==> config.mk <==
export PLATFORM = sky130hd
export DESIGN_NAME = apsp_ctrl
export DESIGN_NICKNAME = d
export VERILOG_FILES = /design/src/rtl/apsp_pkg.sv /design/src/rtl/apsp_ctrl.sv
export SDC_FILE = /design/constraint.sdc
export NUM_CORES = 1
export LEC_CHECK = 0
export BUFFER_PORTS_ARGS = -buffer_cell sky130_fd_sc_hd__buf_2
export CAP_MARGIN = 20
export CORE_UTILIZATION = 48
export DETAILED_ROUTE_END_ITERATION = 10
export GPL_TIMING_DRIVEN = 1
export HOLD_SLACK_MARGIN = 0.02
export PLACE_DENSITY = 0.75
export SYNTH_ARGS = -nofsm -noshare
export SYNTH_HDL_FRONTEND = slang
export SYNTH_SLANG_ARGS = --single-unit
==> constraint.sdc <==
create_clock -name clk_i -period 2 [get_ports clk_i]
set_input_delay 0.2 -clock clk_i [delete_from_list [all_inputs] [get_ports clk_i]]
set_output_delay 0.2 -clock clk_i [all_outputs]
set_load 0.05 [all_outputs]
==> src/rtl/apsp_pkg.sv <==
// Shared constants, codes and controller/datapath interface types for the shortest path block.
package apsp_pkg;

  // Sizing
  localparam int MAX_NODES    = 16;
  localparam int WEIGHT_BITS  = 16;
  localparam int NODE_BITS    = (MAX_NODES > 1) ? $clog2(MAX_NODES) : 1;
  localparam int ADDR_BITS    = 2 * NODE_BITS;
  localparam int DEPTH        = 1 << ADDR_BITS;
  localparam int CNT_BITS     = $clog2(MAX_NODES + 1);

  // Field widths
  localparam int IDX_BITS     = 4;
  localparam int WFIELD_BITS  = 16;
  localparam int LEN_BITS     = 20;
  localparam int DIST_BITS    = 21;

  localparam logic [DIST_BITS-1:0]   MAX_FINITE  = 21'h0F_FFFF;
  localparam logic [DIST_BITS-1:0]   INF_CODE    = 21'h1F_FFFF;
  localparam logic [WFIELD_BITS-1:0] WEIGHT_MASK =
    WFIELD_BITS'((64'd1 << WEIGHT_BITS) - 64'd1);

  // Request operation codes
  typedef enum logic [1:0] {
    OP_SET_DIR   = 2'd0,
    OP_SET_UNDIR = 2'd1,
    OP_RUN       = 2'd2,
    OP_READ      = 2'd3
  } op_e;

  typedef logic [NODE_BITS-1:0] node_t;

  // Commands from the controller to the datapath
  typedef struct packed {
    logic  latch;      // capture the request fields
    logic  set_fwd;    // write entry [a][b]
    logic  set_rev;    // write entry [b][a]
    logic  row_rd;     // fetch entry [i][k] for a new row
    logic  step;       // issue one relaxation step (k, i, j)
    logic  cap;        // capture the fetched [i][k] entry
    logic  emit;       // register a result
    logic  emit_read;  // result carries the fetched entry
    node_t k;
    node_t i;
    node_t j;
  } cmd_t;

  // Status from the datapath to the controller
  typedef struct packed {
    logic [CNT_BITS-1:0] n;  // nodes in use
  } sts_t;

endpackage

==> src/rtl/apsp_ctrl.sv <==
// Sequencer for edge writes, entry reads and the Floyd-Warshall triple loop.
module apsp_ctrl import apsp_pkg::*; (
  input  logic       clk_i,
  input  logic       rst_ni,
  input  logic       start,
  input  logic [1:0] op_i,
  input  sts_t       sts_i,
  output logic       busy,
  output cmd_t       cmd_o
);

  typedef enum logic [3:0] {
    ST_IDLE,
    ST_SET_FWD,
    ST_SET_REV,
    ST_RD_ISSUE,
    ST_RD_EMIT,
    ST_RUN_ROW,
    ST_RUN_STEP,
    ST_RUN_DRAIN,
    ST_EMIT
  } state_e;

  state_e state_q, state_d;
  op_e    op_q, op_d;
  node_t  k_q, k_d, i_q, i_d, j_q, j_d;
  logic   busy_q;
  logic   last_k, last_i, last_j;

  assign last_k = (CNT_BITS'(k_q) + CNT_BITS'(1)) == sts_i.n;
  assign last_i = (CNT_BITS'(i_q) + CNT_BITS'(1)) == sts_i.n;
  assign last_j = (CNT_BITS'(j_q) + CNT_BITS'(1)) == sts_i.n;

  // Next state, loop counters and commands
  always_comb begin
    state_d = state_q;
    op_d    = op_q;
    k_d     = k_q;
    i_d     = i_q;
    j_d     = j_q;
    cmd_o   = '0;
    cmd_o.k = k_q;
    cmd_o.i = i_q;
    cmd_o.j = j_q;
    case (state_q)
      ST_IDLE: begin
        if (start) begin
          cmd_o.latch = 1'b1;
          op_d        = op_e'(op_i);
          k_d         = '0;
          i_d         = '0;
          j_d         = '0;
          case (op_e'(op_i))
            OP_SET_DIR, OP_SET_UNDIR: state_d = ST_SET_FWD;
            OP_READ:                  state_d = ST_RD_ISSUE;
            OP_RUN:                   state_d = (sts_i.n == '0) ? ST_EMIT : ST_RUN_ROW;
            default:                  state_d = ST_EMIT;
          endcase
        end
      end
      ST_SET_FWD: begin
        cmd_o.set_fwd = 1'b1;
        if (op_q == OP_SET_UNDIR) begin
          state_d = ST_SET_REV;
        end else begin
          cmd_o.emit = 1'b1;
          state_d    = ST_IDLE;
        end
      end
      ST_SET_REV: begin
        cmd_o.set_rev = 1'b1;
        cmd_o.emit    = 1'b1;
        state_d       = ST_IDLE;
      end
      ST_RD_ISSUE: begin
        // datapath addresses [a][b] by default
        state_d = ST_RD_EMIT;
      end
      ST_RD_EMIT: begin
        cmd_o.emit      = 1'b1;
        cmd_o.emit_read = 1'b1;
        state_d         = ST_IDLE;
      end
      ST_RUN_ROW: begin
        cmd_o.row_rd = 1'b1;
        j_d          = '0;
        state_d      = ST_RUN_STEP;
      end
      ST_RUN_STEP: begin
        cmd_o.step = 1'b1;
        cmd_o.cap  = (j_q == '0);
        if (last_j) begin
          j_d = '0;
          if (last_i) begin
            i_d = '0;
            if (last_k) begin
              state_d = ST_RUN_DRAIN;
            end else begin
              k_d     = k_q + node_t'(1);
              state_d = ST_RUN_ROW;
            end
          end else begin
            i_d     = i_q + node_t'(1);
            state_d = ST_RUN_ROW;
          end
        end else begin
          j_d = j_q + node_t'(1);
        end
      end
      ST_RUN_DRAIN, ST_EMIT: begin
        cmd_o.emit = 1'b1;
        state_d    = ST_IDLE;
      end
      default: state_d = ST_IDLE;
    endcase
  end

  // State, counters and busy flag
  always_ff @(posedge clk_i or negedge rst_ni) begin
    if (!rst_ni) begin
      state_q <= ST_IDLE;
      op_q    <= OP_SET_DIR;
      k_q     <= '0;
      i_q     <= '0;
      j_q     <= '0;
      busy_q  <= 1'b0;
    end else begin
      state_q <= state_d;
      op_q    <= op_d;
      k_q     <= k_d;
      i_q     <= i_d;
      j_q     <= j_d;
      busy_q  <= (state_d != ST_IDLE);
    end
  end

  assign busy = busy_q;

endmodule

Yosys cells after proc, flatten, opt, wreduce, memory -nomap -nowiden
Cells that the tools add are included.
Widths: inputs -> output; s select.
{ "op_classes": {"eq_ne": 19, "mux": 27, "add_sub_neg": 6, "n_reduce_logical": 13} }
{ "ops": {"columns": ["op", "n"], "rows": [
  ["$mux 4", 11],
  ["$pmux 4 s3", 2],
  ["$pmux 4 s5", 1],
  ["$eq 4x3->1 const B", 4],
  ["$pmux 4 s2", 2],
  ["$add 4x1->5 const B", 3],
  ["$eq 5x5->1", 3],
  ["$add 4x1->4 const B", 3],
  ["$eq 4x2->1 const B", 2],
  ["$logic_not 4->1", 2],
  ["$ne 2x2->1 const B", 4],
  ["$mux 1", 7],
  ["$mux 2", 3],
  ["$logic_not 5->1", 1],
  ["$reduce_and 5->1", 1],
  ["$eq 2x1->1 const B", 2],
  ["$eq 2x2->1 const B", 2],
  ["$eq 4x1->1 const B", 1],
  ["$eq 4x4->1 const B", 1],
  ["$reduce_and 2->1", 2],
  ["$reduce_bool 4->1", 1],
  ["$reduce_or 4->1", 1],
  ["$reduce_and 3->1", 1],
  ["$reduce_bool 3->1", 1],
  ["other kinds (4)", 4]
]} }
{ "totals": {"wordCells": 71, "ff_bits": 19, "inputBits": 10, "output_inout_bits": 21} }

Longest topological paths before layout
{ "logic_depth": {"word_depth": 7, "mapped_depth": 9, "ltp_nobuf": 8} }

Worst setup path after synthesis
Ideal clock, no wire load.
{ "synth_path": {"path_kind": "reg-to-output", "startpoint": "register j_q[0]", "endpoint": "output cmd_o[14] (netlist name)", "slack_ns": -0.652, "arrival_time_ns": 2.452, "path_buffers": 0, "t_required_ns": 1.800, "stages_incl_launch_ff": 4, "path_cell_list": "dfrtp_1 inv_1 ha_1 nor4b_1"} }
{ "synth_lines": {"columns": ["element", "line_no", "source"], "rows": [
  ["start, declared", "apsp_ctrl.sv:26", "node_t k_q, k_d, i_q, i_d, j_q, j_d;"],
  ["start signal, assigned", "apsp_ctrl.sv:132", "j_q <= j_d;"],
  ["end, declared", "apsp_ctrl.sv:9", "output cmd_t cmd_o"]
]} }

Worst setup path after layout
{ "layout_path": {"startpoint": "register j_q[0]", "endpoint": "register busy_q, in the netlist busy"} }
{ "layout_via": {"elab_chain_len": 5} }
{ "layout_lines": {"columns": ["element", "line_no", "source"], "rows": [
  ["$add 4x1->5", "apsp_ctrl.sv:32", "assign last_j = (CNT_BITS'(j_q) + CNT_BITS'(1)) == sts_i.n;"],
  ["$eq 5x5->1", "apsp_ctrl.sv:32", null],
  ["$mux 4", "apsp_ctrl.sv:92", "if (last_j) begin"],
  ["$pmux 4 s5", "apsp_ctrl.sv:45", "case (state_q)"],
  ["named net state_d[1]", "apsp_ctrl.sv:24", "state_e state_q, state_d;"],
  ["$reduce_bool 4->1", "apsp_ctrl.sv:133", "busy_q <= (state_d != ST_IDLE);"],
  ["end signal, assigned", "apsp_ctrl.sv:133", null],
  ["end, declared", "apsp_ctrl.sv:27", "logic busy_q;"]
]} }
The timed path passes the listed nets, and every way through them passes these cells.
A chain may end at the register's enable or synchronous reset.

==> impl_metrics.env <==
export IMPL_htree_levels=1
export IMPL_p_seq_share_pct=26.8
export IMPL_fin_crit_ns=2.11
export IMPL_crit_required_ns=2.22
export IMPL_die_h_um=55.6
export IMPL_worstSetupPathType="flip-flop to flip-flop"
export IMPL_cts_tree="yes"
export IMPL_routabilityCongestion=0.887
export IMPL_fp_coreArea_um2=2730
export IMPL_grt_max_degree=20
export IMPL_status="finished, violations left"
export IMPL_synth_area_leader_cell="dfrtp_1"
export IMPL_dieWidth_um=55.6
export IMPL_netlist_area_leader_share_pct=34.5
export IMPL_worstPathMaxFanout=5
export IMPL_drt_first_pass_iters=4
export IMPL_finalHoldViolCount=0
export IMPL_intPower_uw=986
export IMPL_die_area_um2=3090
export IMPL_drt_total_wl_um=3960
export IMPL_postSynthCellCount=155
export IMPL_clock_power_share_pct=11.0
export IMPL_clock_path_buffers=2
export IMPL_p_sw_uw=987
export IMPL_arrival_ns=2.33
export IMPL_ys_warnings_count=0
export IMPL_portBuffers=30
export IMPL_drcViolationCount=0
export IMPL_violations="negative setup slack"
export IMPL_drt_vias_per_instance=5.86
export IMPL_layout_drive_gt1_share_pct=48.9
export IMPL_overflow=0
export IMPL_ir_drop_mv=1.08
export IMPL_syn_avg_cell_area_um2=8.90
export IMPL_drt_iter0_markers=59
export IMPL_switching_share_pct=50.0
export IMPL_initial_utilization_pct=50.5
export IMPL_antenna_cells=0
export IMPL_placed_cell_area_um2=1810
export IMPL_report_final_slew_viol_count=0
export IMPL_grt_pass1_wl_um=6570
export IMPL_cap_violations=0
export IMPL_finalCritPeriodShare_pct=106
export IMPL_pin_count=31
export IMPL_total_leakage_power_uw=0.000968
export IMPL_nets=236
export IMPL_track_usage_pct=26.8
export IMPL_final_cells=252
export IMPL_power_density_nw_per_um2=982
export IMPL_post_drt_wl_per_cell_um=15.7
export IMPL_clk_pin_slew_worst_paths_ns=0.12
export IMPL_area_growth_synth_to_final_pct=45.6
export IMPL_antenna_left=0
export IMPL_num_vias=1477
export IMPL_cp_start_kind="flip-flop"
export IMPL_holdCritPathClass="primary input to flip-flop"
export IMPL_cts_root_buf="clkbuf_4"
export IMPL_ys_ff_latch=19
export IMPL_setup_viol=4
export IMPL_ys_seq_area_share_pct=34.5
export IMPL_whs_ns=0.0958
export IMPL_clkSinkCount=19
export IMPL_cts_buffers=3
export IMPL_dp_cells=239
export IMPL_fmax_mhz=474
export IMPL_final_area_um2=2010
export IMPL_worst_pin_slew_ns=0.451
export IMPL_rsz0062_at_grt="true"
export IMPL_synth_cell_type_count=48
export IMPL_pwr_share_comb_pct=62.1
export IMPL_antenna_found_initial=0
export IMPL_syn_nets=169
export IMPL_netlist_area_um2=1380
export IMPL_slew_headroom_pct=69.9
export IMPL_layout_setup_ws_ns=-0.111
export IMPL_post_dp_hpwl_um=2780
export IMPL_synth_area_top_cells="dfrtp_1, xnor2_1, nand2_1"
export IMPL_end_kind="flip-flop"
export IMPL_fp_row_count=19
export IMPL_regToRegSetupSlack_ns=-0.11
export IMPL_skew_ns=0.00464
export IMPL_grt_pass1_vias=1433
export IMPL_clkLatencyLatePin_ns=0.32
power by group through the flow:
stage	logic [uW]	registers, uW	clock network (uW)
6_report	1230	530	217
5_1_grt	1310	539	225
4_1_cts	1160	527	218
3_5_place_dp	1100	533	0
3_3_place_gp	1070	526	0
2_1_floorplan	707	622	0
through the flow:
step                worst slack (ns)  total power [uW]  TNS (ns)  utilization (%)
floorplan                     -0.242              1330    -0.981                -
global placement             -0.0628              1600    -0.206             66.3
detailed placement            -0.122              1630    -0.399             66.3
CTS                          -0.0985              1900    -0.293             72.0
global route                  -0.199              2070    -0.849             73.5
finish                        -0.111              1970    -0.343             73.5
worst paths after layout:
path,depth (start not counted),to,from
min,3,op_q[0],op_i[0]
max in group asynchronous,2,j_q[2],rst_ni
max,8,busy,j_q[0]
min in group asynchronous,2,i_q[3],rst_ni
max reg2reg,8,busy,j_q[0]
min reg2reg,2,op_q[0],op_q[0]
critical path, stage by stage (launching register included):
cell	delay (ns)
dfrtp_2	0.44
inv_2	0.06
ha_4	0.29
xnor2_4	0.11
nand3b_1	0.15
mux2i_4	0.24
a21oi_2	0.10
a211o_1	0.26
or3b_1	0.35
cells in the final DEF (no fill, tap or decap), types with 4 or more instances in the layout:
cell type,synthesis,final
nand2_1,18,18
o21ai_1,0,6
nand3b_1,4,4
nor2_1,6,5
dfrtp_1,19,12
buf_2,2,29
xnor2_1,9,7
nor3_1,8,6
nand2b_1,7,6
buf_4,0,35
o21ai_0,11,5
nand3_1,8,8
inv_1,7,5
dfrtp_2,0,7
what timing repair did:
| item | 4_1_cts | 5_1_grt |
|---|---|---|
| resized for setup | 13 | 7 |
| gates cloned | 0 | 0 |
| setup buffers | 6 | 3 |
| pin swaps | 12 | 4 |
| hold buffers | 1 | 0 |
| endpoints found under the setup margin | 9 | 14 |
| hold endpoints to repair | 19 | 0 |
routing by layer:
metal | track usage [%] | part of all wire (%) | wire (um)
met4 | 10.7 | 3.1 | 122
met2 | 45.1 | 48 | 1920
met3 | 5.12 | 5.9 | 233
met5 | 0 | 0 | 0
met1 | 33.9 | 43 | 1680
synth_stat cells (all sizes together):
library cell and count:
o31a 1, a31oi 1, nor4b 1, inv 7, o21ai 11, o41ai 1
o211a 1, a211o 1, o31ai 1, or4 1, o22ai 3, or2 4
nor3 9, clkinv 1, a311oi 1, nor2b 3, a41o 1, or3b 1
nand2 18, nand3 8, a211oi 1, ha 4, a22o 3, dfrtp 19
a21bo 1, o21a 1, a21oi 4, mux2i 3, nor3b 1, nand4 3
xor2 3, mux2 2, nand2b 7, a41oi 1, nor2 6, o211ai 2
nand3b 4, xnor2 9, buf 4, nand4bb 1, or2b 1
state kept, by name, indices dropped and copies added (netlist names):
register  count
op_q          2
j_q           4
busy          1
k_q           4
i_q           4
state_q       4
final cells by class:
type / count / area, um2
multi-input cells: 124 / 1000
well taps: 31 / 38.8
clock buffers: 3 / 22.5
fillers: 208 / 724
clock inverters: 1 / 5.00
inverters: 8 / 30.0
repair buffers: 66 / 429
flip-flops and latches: 19 / 484
cells by family (layout without fill, tap and decap cells):
logic type | count (synthesis) | after routing | share of synthesized area, %
simple gates | 68 | 68 | 26.9
compound gates | 35 | 35 | 18.4
flops | 19 | 19 | 34.5
xor+xnor | 12 | 12 | 7.62
buf+inv | 12 | 78 | 5.17
mux | 5 | 5 | 3.81
fa+ha+maj | 4 | 4 | 3.63
(Power assumes the default switching activity.)
